**src/rtl/rrts_pkg.sv**
```systemverilog
// Shared types and constants for the round-robin thread scheduler.
// Holds the payload structs, the thread status codes and the
// controller/datapath command and status types. No dependencies.
package rrts_pkg;

  // Width of thread ids carried on the ports.
  localparam int ID_W = 7;

  // Event kinds.
  localparam logic [1:0] KIND_CREATE = 2'd0;
  localparam logic [1:0] KIND_EXIT   = 2'd1;
  localparam logic [1:0] KIND_JOIN   = 2'd2;
  localparam logic [1:0] KIND_TICK   = 2'd3;

  // Result status codes.
  localparam logic [1:0] RES_OK    = 2'd0;
  localparam logic [1:0] RES_FULL  = 2'd1;
  localparam logic [1:0] RES_NORUN = 2'd2;

  // Thread status codes held in the thread table.
  localparam logic [2:0] TS_EMPTY   = 3'd0;
  localparam logic [2:0] TS_READY   = 3'd1;
  localparam logic [2:0] TS_EXITED  = 3'd2;
  localparam logic [2:0] TS_SETUP   = 3'd4;
  localparam logic [2:0] TS_BLOCKED = 3'd5;

  // Input transaction payload.
  typedef struct packed {
    logic [1:0]      kind;
    logic [ID_W-1:0] target_thread;
  } in_item_t;

  // Output transaction payload.
  typedef struct packed {
    logic [ID_W-1:0] new_thread;
    logic [ID_W-1:0] running_thread;
    logic [1:0]      status;
  } out_item_t;

  // Commands from the controller to the datapath.
  typedef enum logic [4:0] {
    OP_NONE          = 5'd0,
    OP_CLEAR         = 5'd1,
    OP_LOAD_IN       = 5'd2,
    OP_START_CREATE  = 5'd3,
    OP_START_RECLAIM = 5'd4,
    OP_START_SCHED   = 5'd5,
    OP_RUN_CREATE    = 5'd6,
    OP_RUN_RECLAIM   = 5'd7,
    OP_RUN_SCHED     = 5'd8,
    OP_READ_CUR      = 5'd9,
    OP_READ_TGT      = 5'd10,
    OP_READ_JNR      = 5'd11,
    OP_EXIT_WR       = 5'd12,
    OP_JNR_WR        = 5'd13,
    OP_TGT_WR        = 5'd14,
    OP_CUR_WR        = 5'd15,
    OP_LOAD_OUT      = 5'd16
  } dp_op_e;

  // Status from the datapath to the controller.
  typedef struct packed {
    logic [1:0] kind;
    logic       cur_zero;
    logic       tgt_in_range;
    logic       tgt_joinable;
    logic       rd_jvalid;
    logic       rd_blocked;
    logic       create_hit;
    logic       sched_hit;
    logic       scan_done;
  } dp_status_t;

endpackage

```
**src/rtl/round_robin_thread_scheduler_top.sv**
```systemverilog
// After the accepting edge the event is dispatched; create then searches the table for a free slot,
// exit and join perform their table reads and writes, and tick goes straight to a reschedule.
// A reschedule first sweeps the table to reclaim exited entries when thread zero is current, then
// searches round robin for a ready thread, one table probe per cycle.
// A final state registers the result and waits while the output is stalled; one event at a time.
// After reset the table is cleared before the first event is taken.
module round_robin_thread_scheduler_top import rrts_pkg::*; #(
  parameter int THREAD_SLOTS = 128
) (
  input  logic      clk_i,
  input  logic      rst_ni,
  input  logic      in_valid_i,
  output logic      in_ready_o,
  input  in_item_t  in_data_i,
  output logic      out_valid_o,
  input  logic      out_ready_i,
  output out_item_t out_data_o
);

  dp_op_e     op;
  dp_status_t dp_status;

  // Sequencing and handshakes.
  rrts_ctrl u_ctrl (
    .clk_i      (clk_i),
    .rst_ni     (rst_ni),
    .in_valid_i (in_valid_i),
    .in_ready_o (in_ready_o),
    .out_valid_o(out_valid_o),
    .out_ready_i(out_ready_i),
    .status_i   (dp_status),
    .op_o       (op)
  );

  // Thread table and scheduler registers.
  rrts_dp #(
    .THREAD_SLOTS(THREAD_SLOTS)
  ) u_dp (
    .clk_i     (clk_i),
    .rst_ni    (rst_ni),
    .op_i      (op),
    .in_item_i (in_data_i),
    .out_item_o(out_data_o),
    .status_o  (dp_status)
  );

endmodule

```
**src/rtl/rrts_ram.sv**
```systemverilog
// Generic single-port-write, single-port-read RAM with registered read data.
// Read-first on a same-address collision. No dependencies.
module rrts_ram #(
  parameter int WIDTH = 8,
  parameter int DEPTH = 128
) (
  input  logic                     clk_i,
  input  logic                     we_i,
  input  logic [$clog2(DEPTH)-1:0] waddr_i,
  input  logic [WIDTH-1:0]         wdata_i,
  input  logic [$clog2(DEPTH)-1:0] raddr_i,
  output logic [WIDTH-1:0]         rdata_o
);

  logic [WIDTH-1:0] mem_q [DEPTH];
  logic [WIDTH-1:0] rdata_q;

  // Storage array and registered read port.
  always_ff @(posedge clk_i) begin
    if (we_i) begin
      mem_q[waddr_i] <= wdata_i;
    end
    rdata_q <= mem_q[raddr_i];
  end

  assign rdata_o = rdata_q;

endmodule

```
**src/rtl/rrts_dp.sv**
```systemverilog
// Datapath of the thread scheduler: thread table RAM, scan engine and
// scheduler registers. Depends on rrts_pkg and rrts_ram.
module rrts_dp import rrts_pkg::*; #(
  parameter int THREAD_SLOTS = 128
) (
  input  logic       clk_i,
  input  logic       rst_ni,
  input  dp_op_e     op_i,
  input  in_item_t   in_item_i,
  output out_item_t  out_item_o,
  output dp_status_t status_o
);

  localparam int IDW = (THREAD_SLOTS > 1) ? $clog2(THREAD_SLOTS) : 1;
  localparam int CW  = $clog2(THREAD_SLOTS + 1);
  localparam logic [IDW-1:0] LAST_SLOT  = IDW'(THREAD_SLOTS - 1);
  localparam logic [CW-1:0]  SLOT_COUNT = CW'(THREAD_SLOTS);

  // One thread table entry.
  typedef struct packed {
    logic [2:0]     status;
    logic [2:0]     saved;
    logic           jvalid;
    logic [IDW-1:0] jid;
    logic           live;
  } entry_t;

  localparam int EW = $bits(entry_t);

  logic [1:0]     kind_q, kind_d;
  logic [ID_W-1:0] target_q, target_d;
  logic [IDW-1:0] cur_q, cur_d;
  logic [IDW-1:0] last_q, last_d;
  logic [IDW-1:0] live_cnt_q, live_cnt_d;
  logic [IDW-1:0] jid_q, jid_d;
  logic [IDW-1:0] res_new_q, res_new_d;
  logic [1:0]     res_stat_q, res_stat_d;
  logic [IDW-1:0] probe_q, probe_d;
  logic [CW-1:0]  issued_q, issued_d;
  logic           chk_vld_q, chk_vld_d;
  logic [IDW-1:0] chk_addr_q, chk_addr_d;
  out_item_t      out_q, out_d;

  logic           ram_we;
  logic [IDW-1:0] ram_waddr;
  logic [IDW-1:0] ram_raddr;
  entry_t         ram_wdata;
  entry_t         rd_entry;
  logic [EW-1:0]  ram_rdata;

  logic           issue;
  logic           only_zero;
  logic           scan_done;
  logic           create_hit;
  logic           sched_hit;
  logic [IDW-1:0] tgt_addr;

  // Next slot in scan order; past the last slot the scan wraps to 0 or 1.
  function automatic logic [IDW-1:0] next_slot(input logic [IDW-1:0] p,
                                               input logic wrap_one);
    logic [IDW-1:0] n;
    if (p == LAST_SLOT) begin
      n = IDW'(wrap_one);
    end else begin
      n = p + IDW'(1);
    end
    return n;
  endfunction

  // Thread table.
  rrts_ram #(
    .WIDTH(EW),
    .DEPTH(THREAD_SLOTS)
  ) u_table (
    .clk_i  (clk_i),
    .we_i   (ram_we),
    .waddr_i(ram_waddr),
    .wdata_i(ram_wdata),
    .raddr_i(ram_raddr),
    .rdata_o(ram_rdata)
  );

  assign rd_entry = entry_t'(ram_rdata);

  // Scan engine and entry status decode.
  assign issue      = (issued_q != SLOT_COUNT);
  assign only_zero  = (live_cnt_q == '0);
  assign scan_done  = !chk_vld_q && !issue;
  assign create_hit = chk_vld_q && (chk_addr_q != '0) && !rd_entry.live;
  assign sched_hit  = chk_vld_q &&
                      ((rd_entry.status == TS_READY) || (rd_entry.status == TS_SETUP));
  assign tgt_addr   = IDW'(target_q);

  assign status_o.kind         = kind_q;
  assign status_o.cur_zero     = (cur_q == '0);
  assign status_o.tgt_in_range = (32'(target_q) < 32'(THREAD_SLOTS));
  assign status_o.tgt_joinable = (rd_entry.status != TS_EMPTY) &&
                                 (rd_entry.status != TS_EXITED) && !rd_entry.jvalid;
  assign status_o.rd_jvalid    = rd_entry.jvalid;
  assign status_o.rd_blocked   = (rd_entry.status == TS_BLOCKED);
  assign status_o.create_hit   = create_hit;
  assign status_o.sched_hit    = sched_hit;
  assign status_o.scan_done    = scan_done;

  // Command decode: table access and register updates.
  always_comb begin
    kind_d     = kind_q;
    target_d   = target_q;
    cur_d      = cur_q;
    last_d     = last_q;
    live_cnt_d = live_cnt_q;
    jid_d      = jid_q;
    res_new_d  = res_new_q;
    res_stat_d = res_stat_q;
    probe_d    = probe_q;
    issued_d   = issued_q;
    chk_vld_d  = 1'b0;
    chk_addr_d = chk_addr_q;
    out_d      = out_q;
    ram_we     = 1'b0;
    ram_waddr  = chk_addr_q;
    ram_wdata  = rd_entry;
    ram_raddr  = probe_q;

    unique case (op_i)
      OP_NONE: begin
      end
      OP_CLEAR: begin
        if (issue) begin
          ram_we    = 1'b1;
          ram_waddr = probe_q;
          ram_wdata = '0;
          ram_wdata.status = (probe_q == '0) ? TS_READY : TS_EMPTY;
          probe_d   = next_slot(probe_q, 1'b0);
          issued_d  = issued_q + CW'(1);
        end
      end
      OP_LOAD_IN: begin
        kind_d     = in_item_i.kind;
        target_d   = in_item_i.target_thread;
        res_new_d  = '0;
        res_stat_d = RES_OK;
      end
      OP_START_CREATE: begin
        probe_d  = last_q;
        issued_d = '0;
      end
      OP_START_RECLAIM: begin
        probe_d  = '0;
        issued_d = '0;
      end
      OP_START_SCHED: begin
        probe_d  = next_slot(cur_q, !only_zero);
        issued_d = '0;
      end
      OP_RUN_CREATE: begin
        if (issue) begin
          probe_d    = next_slot(probe_q, 1'b0);
          issued_d   = issued_q + CW'(1);
          chk_vld_d  = 1'b1;
          chk_addr_d = probe_q;
        end
        // Claim the free slot found by the search.
        if (create_hit) begin
          ram_we           = 1'b1;
          ram_wdata.status = TS_SETUP;
          ram_wdata.jvalid = 1'b0;
          ram_wdata.jid    = '0;
          ram_wdata.live   = 1'b1;
          last_d           = chk_addr_q;
          res_new_d        = chk_addr_q;
          live_cnt_d       = live_cnt_q + IDW'(1);
        end
        if (scan_done) begin
          res_stat_d = RES_FULL;
        end
      end
      OP_RUN_RECLAIM: begin
        if (issue) begin
          probe_d    = next_slot(probe_q, 1'b0);
          issued_d   = issued_q + CW'(1);
          chk_vld_d  = 1'b1;
          chk_addr_d = probe_q;
        end
        if (chk_vld_q && (rd_entry.status == TS_EXITED)) begin
          ram_we           = 1'b1;
          ram_wdata.status = TS_EMPTY;
        end
      end
      OP_RUN_SCHED: begin
        if (issue) begin
          probe_d    = next_slot(probe_q, !only_zero);
          issued_d   = issued_q + CW'(1);
          chk_vld_d  = 1'b1;
          chk_addr_d = probe_q;
        end
        // The chosen thread becomes current and is marked ready.
        if (sched_hit) begin
          ram_we           = 1'b1;
          ram_wdata.status = TS_READY;
          cur_d            = chk_addr_q;
        end
        if (scan_done) begin
          res_stat_d = RES_NORUN;
        end
      end
      OP_READ_CUR: begin
        ram_raddr = cur_q;
      end
      OP_READ_TGT: begin
        ram_raddr = tgt_addr;
      end
      OP_READ_JNR: begin
        ram_raddr = jid_q;
      end
      OP_EXIT_WR: begin
        ram_we           = 1'b1;
        ram_waddr        = cur_q;
        ram_wdata.status = TS_EXITED;
        ram_wdata.live   = 1'b0;
        jid_d            = rd_entry.jid;
        if (rd_entry.live && (cur_q != '0)) begin
          live_cnt_d = live_cnt_q - IDW'(1);
        end
      end
      OP_JNR_WR: begin
        ram_we           = 1'b1;
        ram_waddr        = jid_q;
        ram_wdata.status = rd_entry.saved;
      end
      OP_TGT_WR: begin
        ram_we           = 1'b1;
        ram_waddr        = tgt_addr;
        ram_wdata.jvalid = 1'b1;
        ram_wdata.jid    = cur_q;
      end
      OP_CUR_WR: begin
        ram_we           = 1'b1;
        ram_waddr        = cur_q;
        ram_wdata.saved  = rd_entry.status;
        ram_wdata.status = TS_BLOCKED;
      end
      OP_LOAD_OUT: begin
        out_d.new_thread     = ID_W'(res_new_q);
        out_d.running_thread = ID_W'(cur_q);
        out_d.status         = res_stat_q;
      end
      default: begin
      end
    endcase
  end

  // Control registers.
  always_ff @(posedge clk_i or negedge rst_ni) begin
    if (!rst_ni) begin
      cur_q      <= '0;
      last_q     <= '0;
      live_cnt_q <= '0;
      probe_q    <= '0;
      issued_q   <= '0;
      chk_vld_q  <= 1'b0;
    end else begin
      cur_q      <= cur_d;
      last_q     <= last_d;
      live_cnt_q <= live_cnt_d;
      probe_q    <= probe_d;
      issued_q   <= issued_d;
      chk_vld_q  <= chk_vld_d;
    end
  end

  // Payload registers.
  always_ff @(posedge clk_i) begin
    kind_q     <= kind_d;
    target_q   <= target_d;
    jid_q      <= jid_d;
    res_new_q  <= res_new_d;
    res_stat_q <= res_stat_d;
    chk_addr_q <= chk_addr_d;
    out_q      <= out_d;
  end

  assign out_item_o = out_q;

  // Consistency checks on the scan engine and scheduler registers.
  a_cur_range: assert property (@(posedge clk_i) disable iff (!rst_ni)
    32'(cur_q) < 32'(THREAD_SLOTS))
    else $error("current thread outside the table");

  a_issue_bound: assert property (@(posedge clk_i) disable iff (!rst_ni)
    issued_q <= SLOT_COUNT)
    else $error("scan issued more probes than slots");

  a_hit_vs_done: assert property (@(posedge clk_i) disable iff (!rst_ni)
    !((create_hit || sched_hit) && scan_done))
    else $error("scan reports a hit after it finished");

  a_live_count: assert property (@(posedge clk_i) disable iff (!rst_ni)
    live_cnt_q <= LAST_SLOT)
    else $error("live slot count exceeds table size");

  a_sched_cur: assert property (@(posedge clk_i) disable iff (!rst_ni)
    (op_i == OP_RUN_SCHED && sched_hit) |=> (cur_q == $past(chk_addr_q)))
    else $error("scheduled thread was not made current");

endmodule

```
**src/rtl/rrts_ctrl.sv**
```systemverilog
// Controller state machine of the thread scheduler: sequences table reads,
// writes and scans, and owns the handshakes. Depends on rrts_pkg.
module rrts_ctrl import rrts_pkg::*; (
  input  logic       clk_i,
  input  logic       rst_ni,
  input  logic       in_valid_i,
  output logic       in_ready_o,
  output logic       out_valid_o,
  input  logic       out_ready_i,
  input  dp_status_t status_i,
  output dp_op_e     op_o
);

  typedef enum logic [13:0] {
    S_INIT    = 14'b00000000000001,
    S_IDLE    = 14'b00000000000010,
    S_DISP    = 14'b00000000000100,
    S_C_SRCH  = 14'b00000000001000,
    S_X_EV    = 14'b00000000010000,
    S_X_JRD   = 14'b00000000100000,
    S_X_JEV   = 14'b00000001000000,
    S_J_TEV   = 14'b00000010000000,
    S_J_CRD   = 14'b00000100000000,
    S_J_CEV   = 14'b00001000000000,
    S_R_START = 14'b00010000000000,
    S_R_CLR   = 14'b00100000000000,
    S_R_SRCH  = 14'b01000000000000,
    S_FIN     = 14'b10000000000000
  } state_e;

  state_e state_q, state_d;
  logic   out_valid_q, out_valid_d;
  dp_op_e op;

  // Next state and datapath command.
  always_comb begin
    state_d = state_q;
    op      = OP_NONE;
    unique case (state_q)
      S_INIT: begin
        op = OP_CLEAR;
        if (status_i.scan_done) begin
          state_d = S_IDLE;
        end
      end
      S_IDLE: begin
        if (in_valid_i) begin
          op      = OP_LOAD_IN;
          state_d = S_DISP;
        end
      end
      S_DISP: begin
        case (status_i.kind)
          KIND_CREATE: begin
            op      = OP_START_CREATE;
            state_d = S_C_SRCH;
          end
          KIND_EXIT: begin
            op      = OP_READ_CUR;
            state_d = S_X_EV;
          end
          KIND_JOIN: begin
            if (status_i.tgt_in_range) begin
              op      = OP_READ_TGT;
              state_d = S_J_TEV;
            end else begin
              state_d = S_FIN;
            end
          end
          default: begin
            state_d = S_R_START;
          end
        endcase
      end
      S_C_SRCH: begin
        op = OP_RUN_CREATE;
        if (status_i.create_hit || status_i.scan_done) begin
          state_d = S_FIN;
        end
      end
      S_X_EV: begin
        op      = OP_EXIT_WR;
        state_d = status_i.rd_jvalid ? S_X_JRD : S_R_START;
      end
      S_X_JRD: begin
        op      = OP_READ_JNR;
        state_d = S_X_JEV;
      end
      S_X_JEV: begin
        if (status_i.rd_blocked) begin
          op = OP_JNR_WR;
        end
        state_d = S_R_START;
      end
      S_J_TEV: begin
        if (status_i.tgt_joinable) begin
          op      = OP_TGT_WR;
          state_d = S_J_CRD;
        end else begin
          state_d = S_FIN;
        end
      end
      S_J_CRD: begin
        op      = OP_READ_CUR;
        state_d = S_J_CEV;
      end
      S_J_CEV: begin
        op      = OP_CUR_WR;
        state_d = S_R_START;
      end
      S_R_START: begin
        // Thread zero running: reclaim exited entries before the search.
        if (status_i.cur_zero) begin
          op      = OP_START_RECLAIM;
          state_d = S_R_CLR;
        end else begin
          op      = OP_START_SCHED;
          state_d = S_R_SRCH;
        end
      end
      S_R_CLR: begin
        if (status_i.scan_done) begin
          op      = OP_START_SCHED;
          state_d = S_R_SRCH;
        end else begin
          op = OP_RUN_RECLAIM;
        end
      end
      S_R_SRCH: begin
        op = OP_RUN_SCHED;
        if (status_i.sched_hit || status_i.scan_done) begin
          state_d = S_FIN;
        end
      end
      S_FIN: begin
        if (!out_valid_q || out_ready_i) begin
          op      = OP_LOAD_OUT;
          state_d = S_IDLE;
        end
      end
      default: begin
        state_d = S_IDLE;
      end
    endcase
  end

  // Output register holds a result until the output transaction completes.
  assign out_valid_d = (out_valid_q && !out_ready_i) || (op == OP_LOAD_OUT);

  always_ff @(posedge clk_i or negedge rst_ni) begin
    if (!rst_ni) begin
      state_q     <= S_INIT;
      out_valid_q <= 1'b0;
    end else begin
      state_q     <= state_d;
      out_valid_q <= out_valid_d;
    end
  end

  assign in_ready_o  = (state_q == S_IDLE);
  assign out_valid_o = out_valid_q;
  assign op_o        = op;

  // A result is loaded only once the previous one has left.
  a_no_overwrite: assert property (@(posedge clk_i) disable iff (!rst_ni)
    (op == OP_LOAD_OUT) |-> (!out_valid_q || out_ready_i))
    else $error("result register overwritten");

  // Leaving the reset clearing pass requires the pass to be complete.
  a_init_done: assert property (@(posedge clk_i) disable iff (!rst_ni)
    (state_q == S_INIT && state_d == S_IDLE) |-> status_i.scan_done)
    else $error("left table clear early");

  // A search state is left only on a hit or at the end of the scan.
  a_srch_exit: assert property (@(posedge clk_i) disable iff (!rst_ni)
    (state_q == S_R_SRCH && state_d != S_R_SRCH) |->
    (status_i.sched_hit || status_i.scan_done))
    else $error("schedule search left without a result");

endmodule
```
**config.mk**
```make
export PLATFORM = sky130hd
export DESIGN_NAME = round_robin_thread_scheduler_top
export DESIGN_NICKNAME = d
export VERILOG_FILES = /design/src/rtl/rrts_pkg.sv /design/src/rtl/round_robin_thread_scheduler_top.sv /design/src/rtl/rrts_ram.sv /design/src/rtl/rrts_dp.sv /design/src/rtl/rrts_ctrl.sv
export SDC_FILE = /design/constraint.sdc
export NUM_CORES = 2
export LEC_CHECK = 0
export ABC_AREA = 0
export BUFFER_PORTS_ARGS = -buffer_cell sky130_fd_sc_hd__buf_2
export CORE_MARGIN = 5
export CORE_UTILIZATION = 57
export DETAILED_ROUTE_END_ITERATION = 8
export MAX_ROUTING_LAYER = met4
export PLACE_DENSITY = 0.79
export SLEW_MARGIN = 5
export SYNTH_ARGS = -nofsm -noshare
export SYNTH_HDL_FRONTEND = slang
export SYNTH_SLANG_ARGS = --single-unit
```
**constraint.sdc**
```tcl
create_clock -name clk_i -period 7.7 [get_ports clk_i]
set_input_delay 1.54 -clock clk_i [delete_from_list [all_inputs] [get_ports clk_i]]
set_output_delay 1.54 -clock clk_i [all_outputs]
set_load 0.02 [all_outputs]
```
==> out/metrics.yaml <==
status: "complete, but fails checks"
violations: "capacitance limit"
crit_path_max_fanout: 43
seqCellArea_um2: 60700
rows: 139
h-tree-depth: 4
port-buffer-count: 30
hold-path-cell-count: 0
p_leak_nw: 32.9
setup.worst_path.start: "u_ctrl.state_q[8]$_DFFE_PN0P_"
drive_above_1_share_pct: 10.3
powerDensity_nw_per_um2: 336
clock-root-buffer: "clkbuf_16"
synth_top_flop_cell: "edfxtp_1"
ant_nets: 0
initial_utilization_pct: 57.3
vias_per_cell: 6.60
wl_per_cell_um: 28.0
rr_startpoint: "u_ctrl.state_q[8]$_DFFE_PN0P_"
synth-seq-cells: 2035
design_area_um2: 91600
route.detailed.drc: 0
place_ws_ns: 0.939
max_slew_margin_pct: 1.35
async_reset_ff_share_pct: 2.56
fmax_mhz: 140
postCtsHoldBufs: 0
r2r_setup_slack_ns: 0.57
clock_sinks: 2035
synthCells: 6005
first_pass_iters: 6
area_growth_pct: 11.6
placed_area_um2: 85400
insertion_delay_ns: 0.86
reg2reg_to: "u_dp.u_table.rdata_o[6]$_DFF_P_"
drtIter0Drc: 8753
cts.clk_slew.worst_paths_ns: 0.07
fin_ws_ns: 0.574
io_pins: 31
fp.dieArea_um2: 152000
cts_resized: 0
syn_area_um2: 82100
synth_cell_types: 81
ir_drop_uv: 275
multi_input_area_um2: 19900
cp.required_ns: 8.46
hpwl_um: 135000
syn-num-nets: 6035
dieWidth_um: 390
final_cell_mix: "edfxtp_1, nand2_1, nand3_1"
cts_tree: "built"
synth_top_area_cell: "edfxtp_1"
min_path_type: "flip-flop to flip-flop"
worst-setup-path-type: "flip-flop to flip-flop"
maxSlewViolCount: 0
max_cap_violations: 2
antenna_found_initial: 4
final_util_pct: 63.9
yosysSeqAreaShare_pct: 73.9
cts_buffers: 193
critPathCapture: "u_dp.u_table.rdata_o[6]$_DFF_P_"
grt_pass1_wl_um: 334000
overflow: 0
ff2ff_path_depth: 15
place_congestion: 0.998
min_period_ns: 7.13
postSynthAreaPerCell_um2: 13.7
layout_commonest_cell: "edfxtp_1"
fill_cells: 9734
tightestPinTransition_ns: 1.47
hold_violations: 0
drt-total-wl_um: 229000
clock_skew_ns: 0.0703
final_nets: 6137
clock_path_buffers: 3
synth_top_area_share_pct: 72.0
critPathArrivalTime_ns: 7.88
track_usage_pct: 30.4
endpoint_kind: "flip-flop"
num_vias: 53934
rsz0062_at_grt: "no"
total_power_mw: 30.7
ys_warn_count: 0
start_kind: "flip-flop"
setup_viol: 0
die_h_um: 390
final.setup.tns_ns: 0
grt_pass1_vias: 50868
grt_max_degree: 161
post_cts.repair.setup_buffers: 0
synth.area.top_cells: "edfxtp_1, nand2_1, nand3_1"
core_um2: 143000
period_share_pct: 92.6
synth-edff-count: 1968
-- logic make-up (layout without fill, tap and decap cells) --
group | after synthesis | count (layout) | synth area share, %
muxes | 352 | 352 | 4.33
and+or+nand+nor | 2534 | 2534 | 13.6
DFF | 2035 | 2035 | 73.9
other | 0 | 4 | 0
buffers and inverters | 400 | 665 | 2.21
adders and majority gates | 17 | 17 | 0.268
AOI/OAI and AO/OA | 643 | 643 | 5.42
xor gates and xnor gates | 24 | 24 | 0.256
-- sequential cells by signal, summed over array words and instances, names as in the netlist --
signal                count
u_dp.jid_q                7
u_ctrl.state_q           14
u_dp.res_stat_q           2
u_dp.chk_addr_q           7
u_dp.live_cnt_q           7
u_dp.probe_q              7
u_dp.u_table.mem_q     1920
u_dp.chk_vld_q            1
u_dp.issued_q             8
u_dp.target_q             7
u_dp.kind_q               2
u_dp.cur_q                7
u_dp.last_q               7
u_ctrl.out_valid_o        1
u_dp.out_item_o          16
u_dp.u_table.rdata_o     15
u_dp.res_new_q            7
-- layout make-up --
type / count / area share, %
clock inverter: 105 / 1.13
sequential: 2035 / 66.2
multi-input combinational: 3570 / 21.7
tap: 1903 / 2.60
antenna: 4 / 0.0109
inverter: 21 / 0.0860
timing repair buffer: 286 / 2.58
clock buffer: 253 / 5.64
-- critical path, stage by stage, from the launching register on --
cell and delay (ns):
dfrtp_1 0.48, or4_1 0.72, or2_2 0.41, or4_1 0.57, nand4b_2 0.26, mux2_1 0.37, a222oi_1 0.94, buf_12 0.29
nor3_2 0.07, buf_4 0.25, buf_4 0.32, a32oi_1 0.31, nand4_1 0.36, o31ai_1 0.99, o21ai_1 0.32, nor4_1 0.32
-- how the worst min path moves through the flow --
stage                                          startpoint                       endpoint  slack [ns]
final                     u_dp.res_new_q[3]$_SDFFCE_PN0P_  u_dp.out_item_o[12]$_DFFE_PP_        0.42
after global routing      u_dp.res_new_q[3]$_SDFFCE_PN0P_  u_dp.out_item_o[12]$_DFFE_PP_        0.42
after CTS                 u_dp.res_new_q[3]$_SDFFCE_PN0P_  u_dp.out_item_o[12]$_DFFE_PP_        0.42
after detailed placement  u_dp.res_new_q[3]$_SDFFCE_PN0P_  u_dp.out_item_o[12]$_DFFE_PP_        0.40
after global placement    u_dp.res_new_q[4]$_SDFFCE_PN0P_  u_dp.out_item_o[13]$_DFFE_PP_        0.40
after floorplan              u_dp.res_stat_q[0]$_DFFE_PP_   u_dp.out_item_o[0]$_DFFE_PP_        0.40
-- metrics by stage --
step / hold WS (ns) / cells
CTS: 0.419 / 8173
global placement: 0.402 / 7813
finish: 0.418 / 8177
global route: 0.421 / 8176
floorplan: 0.400 / 6005
detailed placement: 0.405 / 7815
-- layer usage --
metal  vias to the layer above  track usage (%)  part of all wire (%)
li1                      22756                -                     -
met2                      4167             44.8                    46
met1                     26339             40.8                    36
met3                       672             7.56                    13
met5                         -                -                     0
met4                         0             13.1                   5.0
-- cells in the mapped netlist (all sizes together), types with 16 or more instances --
master	number
a32oi	85
nor2	198
clkbuf	222
nor3	24
ha	16
nand4	58
and3	22
a2bb2oi	59
edfxtp	1968
a21oi	139
o22ai	29
nor4	57
mux2i	329
nand2	1353
mux2	23
a31oi	88
dfrtp	51
nand3	742
inv	21
a221oi	20
buf	157
o31ai	21
o21ai	83
o211ai	34
-- report_power, final --
group / leakage [nW] / switching, mW / internal (mW)
logic: 11.4 / 5.38 / 1.49
clock network: 3.02 / 4.16 / 5.17
registers: 18.5 / 0.193 / 14.3
total: 32.9 / 9.73 / 21.0
(Power assumes the default switching activity.)
